File: src/rtl/triangle_tangent_binormal_macros.svh
// Assertion macros shared by the triangle tangent and binormal RTL.
// Depends on nothing; each user provides clk and rst_n in its scope.
`ifndef TRIANGLE_TANGENT_BINORMAL_MACROS_SVH
`define TRIANGLE_TANGENT_BINORMAL_MACROS_SVH

// Same-cycle implication, checked out of reset.
`define TTB_ASSERT_IMP(lbl, ante, cons) \
  lbl: assert property (@(posedge clk) disable iff (!rst_n) (ante) |-> (cons)) \
    else $error("ttb assertion failed");

// Next-cycle implication, checked out of reset.
`define TTB_ASSERT_NXT(lbl, ante, cons) \
  lbl: assert property (@(posedge clk) disable iff (!rst_n) (ante) |=> (cons)) \
    else $error("ttb assertion failed");

`endif

File: src/rtl/ttb_pkg.sv
// Shared types and constants of the triangle tangent and binormal block.
// Used by the controller, the datapath and the top level.
package ttb_pkg;

  localparam int InW   = 160;
  localparam int OutW  = 96;
  localparam int NumW  = 67;
  localparam int MagW  = 30;
  localparam logic [14:0] UnitQ14 = 15'd16384;

  localparam logic [3:0] OP_NONE   = 4'd0;
  localparam logic [3:0] OP_STORE1 = 4'd1;
  localparam logic [3:0] OP_STORE2 = 4'd2;
  localparam logic [3:0] OP_DELTA  = 4'd3;
  localparam logic [3:0] OP_MUL    = 4'd4;
  localparam logic [3:0] OP_ACC    = 4'd5;
  localparam logic [3:0] OP_LOAD   = 4'd6;
  localparam logic [3:0] OP_SHIFT  = 4'd7;
  localparam logic [3:0] OP_SQ     = 4'd8;
  localparam logic [3:0] OP_SQACC  = 4'd9;
  localparam logic [3:0] OP_RINIT  = 4'd10;
  localparam logic [3:0] OP_RSTEP  = 4'd11;
  localparam logic [3:0] OP_DINIT  = 4'd12;
  localparam logic [3:0] OP_DSTEP  = 4'd13;
  localparam logic [3:0] OP_DSTORE = 4'd14;
  localparam logic [3:0] OP_DEGEN  = 4'd15;

  typedef struct packed {
    logic [3:0] op;
    logic [3:0] idx;
    logic       vec;
  } cmd_t;

  typedef struct packed {
    logic det_zero;
    logic mag_zero;
    logic mag_high;
  } status_t;

endpackage

File: src/rtl/ttb_ctrl.sv
// Sequencing state machine of the triangle tangent and binormal block.
// Depends on ttb_pkg and the assertion macro header.
`include "triangle_tangent_binormal_macros.svh"
module ttb_ctrl (
  input  logic             clk,
  input  logic             rst_n,
  input  logic             in_tvalid,
  output logic             in_tready,
  output logic             out_tvalid,
  input  logic             out_tready,
  input  ttb_pkg::status_t stat,
  output ttb_pkg::cmd_t    cmd
);
  import ttb_pkg::*;

  localparam logic [3:0] S_IDLE   = 4'd0;
  localparam logic [3:0] S_MUL    = 4'd1;
  localparam logic [3:0] S_ACC    = 4'd2;
  localparam logic [3:0] S_CHKDET = 4'd3;
  localparam logic [3:0] S_LOAD   = 4'd4;
  localparam logic [3:0] S_SHIFT  = 4'd5;
  localparam logic [3:0] S_SQ     = 4'd6;
  localparam logic [3:0] S_SQACC  = 4'd7;
  localparam logic [3:0] S_RINIT  = 4'd8;
  localparam logic [3:0] S_RSTEP  = 4'd9;
  localparam logic [3:0] S_DINIT  = 4'd10;
  localparam logic [3:0] S_DSTEP  = 4'd11;
  localparam logic [3:0] S_DSTORE = 4'd12;
  localparam logic [3:0] S_DEGEN  = 4'd13;
  localparam logic [3:0] S_OUT    = 4'd14;

  logic [3:0] state_r, state_nxt;
  logic [1:0] cnt_r, cnt_nxt;
  logic [3:0] p_r, p_nxt;
  logic [1:0] i_r, i_nxt;
  logic [4:0] k_r, k_nxt;
  logic       v_r, v_nxt;
  logic       ov_r, ov_nxt;
  logic       in_acc;

  assign in_tready  = (state_r == S_IDLE) && ((cnt_r != 2'd2) || !ov_r);
  assign in_acc     = in_tvalid && in_tready;
  assign out_tvalid = ov_r;

  always_comb begin
    state_nxt = state_r;
    cnt_nxt   = cnt_r;
    p_nxt     = p_r;
    i_nxt     = i_r;
    k_nxt     = k_r;
    v_nxt     = v_r;
    ov_nxt    = ov_r && !out_tready;
    cmd       = '{op: OP_NONE, idx: {2'b00, i_r}, vec: v_r};
    case (state_r)
      S_IDLE: begin
        if (in_acc) begin
          case (cnt_r)
            2'd0: begin
              cmd.op  = OP_STORE1;
              cnt_nxt = 2'd1;
            end
            2'd1: begin
              cmd.op  = OP_STORE2;
              cnt_nxt = 2'd2;
            end
            default: begin
              cmd.op    = OP_DELTA;
              cnt_nxt   = 2'd0;
              p_nxt     = 4'd0;
              state_nxt = S_MUL;
            end
          endcase
        end
      end
      S_MUL: begin
        cmd.op    = OP_MUL;
        cmd.idx   = p_r;
        state_nxt = S_ACC;
      end
      S_ACC: begin
        cmd.op  = OP_ACC;
        cmd.idx = p_r;
        if (p_r == 4'd13) begin
          state_nxt = S_CHKDET;
        end else begin
          p_nxt     = p_r + 4'd1;
          state_nxt = S_MUL;
        end
      end
      S_CHKDET: begin
        v_nxt     = 1'b0;
        state_nxt = stat.det_zero ? S_DEGEN : S_LOAD;
      end
      S_LOAD: begin
        cmd.op    = OP_LOAD;
        state_nxt = S_SHIFT;
      end
      S_SHIFT: begin
        if (stat.mag_zero) begin
          state_nxt = S_DEGEN;
        end else if (stat.mag_high) begin
          cmd.op = OP_SHIFT;
        end else begin
          i_nxt     = 2'd0;
          state_nxt = S_SQ;
        end
      end
      S_SQ: begin
        cmd.op    = OP_SQ;
        state_nxt = S_SQACC;
      end
      S_SQACC: begin
        cmd.op = OP_SQACC;
        if (i_r == 2'd2) begin
          state_nxt = S_RINIT;
        end else begin
          i_nxt     = i_r + 2'd1;
          state_nxt = S_SQ;
        end
      end
      S_RINIT: begin
        cmd.op    = OP_RINIT;
        k_nxt     = 5'd0;
        state_nxt = S_RSTEP;
      end
      S_RSTEP: begin
        cmd.op = OP_RSTEP;
        if (k_r == 5'd31) begin
          i_nxt     = 2'd0;
          state_nxt = S_DINIT;
        end else begin
          k_nxt = k_r + 5'd1;
        end
      end
      S_DINIT: begin
        cmd.op    = OP_DINIT;
        k_nxt     = 5'd0;
        state_nxt = S_DSTEP;
      end
      S_DSTEP: begin
        cmd.op = OP_DSTEP;
        if (k_r == 5'd14) begin
          state_nxt = S_DSTORE;
        end else begin
          k_nxt = k_r + 5'd1;
        end
      end
      S_DSTORE: begin
        cmd.op = OP_DSTORE;
        if (i_r == 2'd2) begin
          if (v_r) begin
            state_nxt = S_OUT;
          end else begin
            v_nxt     = 1'b1;
            state_nxt = S_LOAD;
          end
        end else begin
          i_nxt     = i_r + 2'd1;
          state_nxt = S_DINIT;
        end
      end
      S_DEGEN: begin
        cmd.op    = OP_DEGEN;
        state_nxt = S_OUT;
      end
      S_OUT: begin
        ov_nxt    = 1'b1;
        state_nxt = S_IDLE;
      end
      default: begin
        state_nxt = S_IDLE;
      end
    endcase
  end

  always_ff @(posedge clk) begin
    if (!rst_n) begin
      state_r <= S_IDLE;
      cnt_r   <= 2'd0;
      p_r     <= 4'd0;
      i_r     <= 2'd0;
      k_r     <= 5'd0;
      v_r     <= 1'b0;
      ov_r    <= 1'b0;
    end else begin
      state_r <= state_nxt;
      cnt_r   <= cnt_nxt;
      p_r     <= p_nxt;
      i_r     <= i_nxt;
      k_r     <= k_nxt;
      v_r     <= v_nxt;
      ov_r    <= ov_nxt;
    end
  end

  `TTB_ASSERT_IMP(a_busy_not_ready, state_r != S_IDLE, !in_tready)
  `TTB_ASSERT_NXT(a_third_starts, in_acc && (cnt_r == 2'd2), state_r == S_MUL)
  `TTB_ASSERT_IMP(a_out_free_at_start, in_acc && (cnt_r == 2'd2), !ov_r)
  `TTB_ASSERT_NXT(a_out_after_done, state_r == S_OUT, ov_r)

endmodule

File: config.mk
export PLATFORM = sky130hd
export DESIGN_NAME = ttb_ctrl
export DESIGN_NICKNAME = d
export VERILOG_FILES = /design/src/rtl/ttb_pkg.sv /design/src/rtl/ttb_ctrl.sv
export VERILOG_INCLUDE_DIRS = /design/src /design/src/rtl
export SDC_FILE = /design/constraint.sdc
export NUM_CORES = 1
export LEC_CHECK = 0
export BUFFER_PORTS_ARGS = -buffer_cell sky130_fd_sc_hd__buf_4
export CAP_MARGIN = 20
export CORE_UTILIZATION = 61
export CTS_CLUSTER_DIAMETER = 200
export DETAILED_ROUTE_END_ITERATION = 8
export PLACE_DENSITY = 0.83
export SLEW_MARGIN = 20
export SYNTH_ARGS = -nofsm -noshare
export SYNTH_HDL_FRONTEND = slang
export SYNTH_SLANG_ARGS = --single-unit
File: constraint.sdc
create_clock -name clk -period 4.4 [get_ports clk]
set_input_delay 0.44 -clock clk [delete_from_list [all_inputs] [get_ports clk]]
set_output_delay 0.44 -clock clk [all_outputs]
set_load 0.01 [all_outputs]
==> results.json <==
{
  "num_vias": 1339,
  "yosysWarnings": 0,
  "crit_fanout": 28,
  "synth_edf_count": 0,
  "vdd_ir_drop_max_v": 0.000453,
  "r2r_start": "state_r[0]$_SDFFE_PN0P_",
  "start_util_pct": 64.3,
  "pin_count": 18,
  "nFillCells": 196,
  "dp_hpwl_um": 2260,
  "core_area_mm2": 0.00221,
  "syn_inst": 180,
  "cts-hold-fix-buffers": 0,
  "start_kind": "flop",
  "post_drt_wl_per_cell_um": 14.3,
  "nets": 202,
  "worstHoldStart": "in_tvalid",
  "max_freq_ghz": 0.343,
  "final_max_slew_viol_count": 0,
  "grt_pass1_wl_um": 5360,
  "tightest_slew_ns": 0.863,
  "slew_headroom_pct": 42.4,
  "min_delay_worst_endpoint": "cnt_r[1]$_SDFFE_PN0P_",
  "die_w_um": 50.3,
  "critPathKind": "reg2out",
  "clockBufferDepth": 2,
  "rows": 17,
  "drc": 0,
  "synth-main-ff-cell": "dfxtp_1",
  "end_kind": "primary output",
  "hp-class": "in2reg",
  "drive_gt1_share_pct": 14.9,
  "ys_async_sr_fraction_pct": 0,
  "netlist-cell-type-count": 47,
  "layout_commonest_cell": "dfxtp_1",
  "synth-seq-cells": 19,
  "critPathArrivalTime_ns": 2.48,
  "place_area_mm2": 0.00152,
  "setup_viol": 0,
  "gp_congestion": 0.776,
  "grt-ovfl-total": 0,
  "required_ns": 3.96,
  "pwr_density_cell_mw_per_mm2": 490,
  "port_buffers": 17,
  "final_cell_mix": "dfxtp_1 (19), buf_4 (17), nand2_1 (16)",
  "die_y_um": 50.3,
  "whs_ns": 0.411,
  "drv_cap": 0,
  "syn_to_final_growth_pct": 8.63,
  "clock_sinks": 19,
  "drt_iter0_drc": 35,
  "design_area_mm2": 0.00154,
  "drt_first_pass_iters": 4,
  "p_leak_nw": 0.577,
  "htree_levels": 1,
  "totalWireLength_um": 3100,
  "numCtsBuffers": 3,
  "synth_nets": 193,
  "status": "complete, no violations",
  "skew_ns": 0.00173,
  "root_buffer": "clkbuf_4",
  "rsz0062_at_grt": "false",
  "worstReg2RegEnd": "state_r[1]$_SDFFE_PN0P_",
  "cts_tree": "built",
  "r2r_cells": 4,
  "post-cts-setup-buffers": 0,
  "netlist_area_mm2": 0.00142,
  "min_period_ns": 2.92,
  "syn_avg_cell_area_um2": 7.90,
  "post_cts_resize_count": 0,
  "grt_pass1_vias": 1228,
  "min_path_cells": 3,
  "grt_max_degree": 29,
  "ant_nets": 0,
  "yosysSeqAreaShare_pct": 26.8,
  "grt_usage_pct": 27.5,
  "drt-vias-per-instance": 6.20,
  "dieArea_mm2": 0.00253,
  "clk_pin_slew_ns": 0.11,
  "hold_viol_final": 0,
  "antenna_found_initial": 0,
  "antenna_cells": 0,
  "period_share_pct": 66.3,
  "clk_latency_ns": 0.31,
  "r2r_slack_ns": 2.04,
  "tns_ns": 0
}
## state kept, by name, summed over array words and instances (netlist names)
signal,count
i_r,2
k_r,5
state_r,4
cnt_r,2
v_r,1
p_r,4
out_tvalid,1
## worst max-delay path by stage
stage | startpoint | cells past startpoint | endpoint | slack [ns]
6_report | state_r[0]$_SDFFE_PN0P_ | 4 | cmd[5] | 1.48
5_1_grt | state_r[0]$_SDFFE_PN0P_ | 4 | cmd[5] | 1.21
4_1_cts | state_r[0]$_SDFFE_PN0P_ | 4 | cmd[5] | 1.52
3_5_place_dp | state_r[0]$_SDFFE_PN0P_ | 4 | cmd[5] | 1.89
3_3_place_gp | state_r[0]$_SDFFE_PN0P_ | 4 | cmd[5] | 1.97
2_1_floorplan | state_r[0]$_SDFFE_PN0P_ | 5 | cmd[2] | 2.44
## per-layer routing
layer  GRT usage (%)  up-vias  share of wire, %
met1            33.5      618                44
li1                -      680                 -
met5               0        -                 0
met3            4.24        6               4.1
met2            47.1       35                50
met4            12.4        0               1.7
## cells by family (layout without fill, tap and decap cells)
| kind of cell | Yosys count | after routing | synth area share, % |
|---|---|---|---|
| simple gates | 77 | 77 | 31.7 |
| compound gates | 48 | 48 | 23.5 |
| buf+inv | 21 | 29 | 6.87 |
| flops | 19 | 19 | 26.8 |
| fa+ha+maj | 6 | 6 | 5.28 |
| xor+xnor | 6 | 6 | 3.70 |
| mux | 3 | 3 | 2.20 |
## area by class of cell
cell class              instances  area [um^2]  area share (%)
repair buffers                 17          128            8.27
multi-input cells             140          943            61.1
flip-flops and latches         19          380            24.6
clock buffers                   3         22.5            1.46
inverters                       8         30.0            1.94
well taps                      28         35.0            2.27
clock inverters                 1         5.00           0.324
## worst max-delay path, stage by stage (launching register included)
cell and delay, ns:
dfxtp_1 0.90, nor2b_1 0.46, nand4b_1 0.40, o2111ai_1 0.25
buf_4 0.16
## synth_stat cells (2+ instances only)
cell | instances | area share [%]
clkbuf_1 | 9 | 2.4
nand4b_1 | 4 | 2.5
or3_1 | 3 | 1.3
and2_1 | 2 | 0.88
nor2b_1 | 7 | 3.1
inv_1 | 8 | 2.1
o2bb2ai_1 | 2 | 1.2
nor3_1 | 2 | 0.70
o2111ai_1 | 3 | 1.8
and3b_1 | 3 | 1.8
nand2_1 | 16 | 4.2
xnor2_1 | 5 | 3.1
a31oi_1 | 3 | 1.3
mux2i_1 | 2 | 1.4
o21ai_0 | 10 | 3.5
dfxtp_1 | 19 | 27
a2111oi_0 | 2 | 1.2
ha_1 | 6 | 5.3
nand3_1 | 9 | 3.2
nor2_1 | 8 | 2.1
nand2b_1 | 4 | 1.8
o211ai_1 | 5 | 2.6
nor3b_1 | 3 | 1.6
nand3b_1 | 3 | 1.6
a21oi_1 | 12 | 4.2
buf_6 | 2 | 1.6
nand4_1 | 3 | 1.3
a311oi_1 | 4 | 2.5
and3_1 | 3 | 1.3
## power by group
part	internal, W	leakage, nW	switching (W)
clock	0.0000340	0.0177	0.0000589
combinational	0.000183	0.405	0.000198
sequential	0.000196	0.154	0.0000862
## metrics by stage
step           power, W  utilization (%)  std cells  setup WS (ns)
4_1_cts        0.000757             69.8        216           1.52
3_3_place_gp   0.000647             68.6        212           1.97
2_1_floorplan  0.000564                -        180           2.44
5_1_grt        0.000822             69.8        216           1.21
6_report       0.000756             69.8        216           1.48
3_5_place_dp   0.000662             68.6        212           1.89
Power figures use the tool's default switching activity.
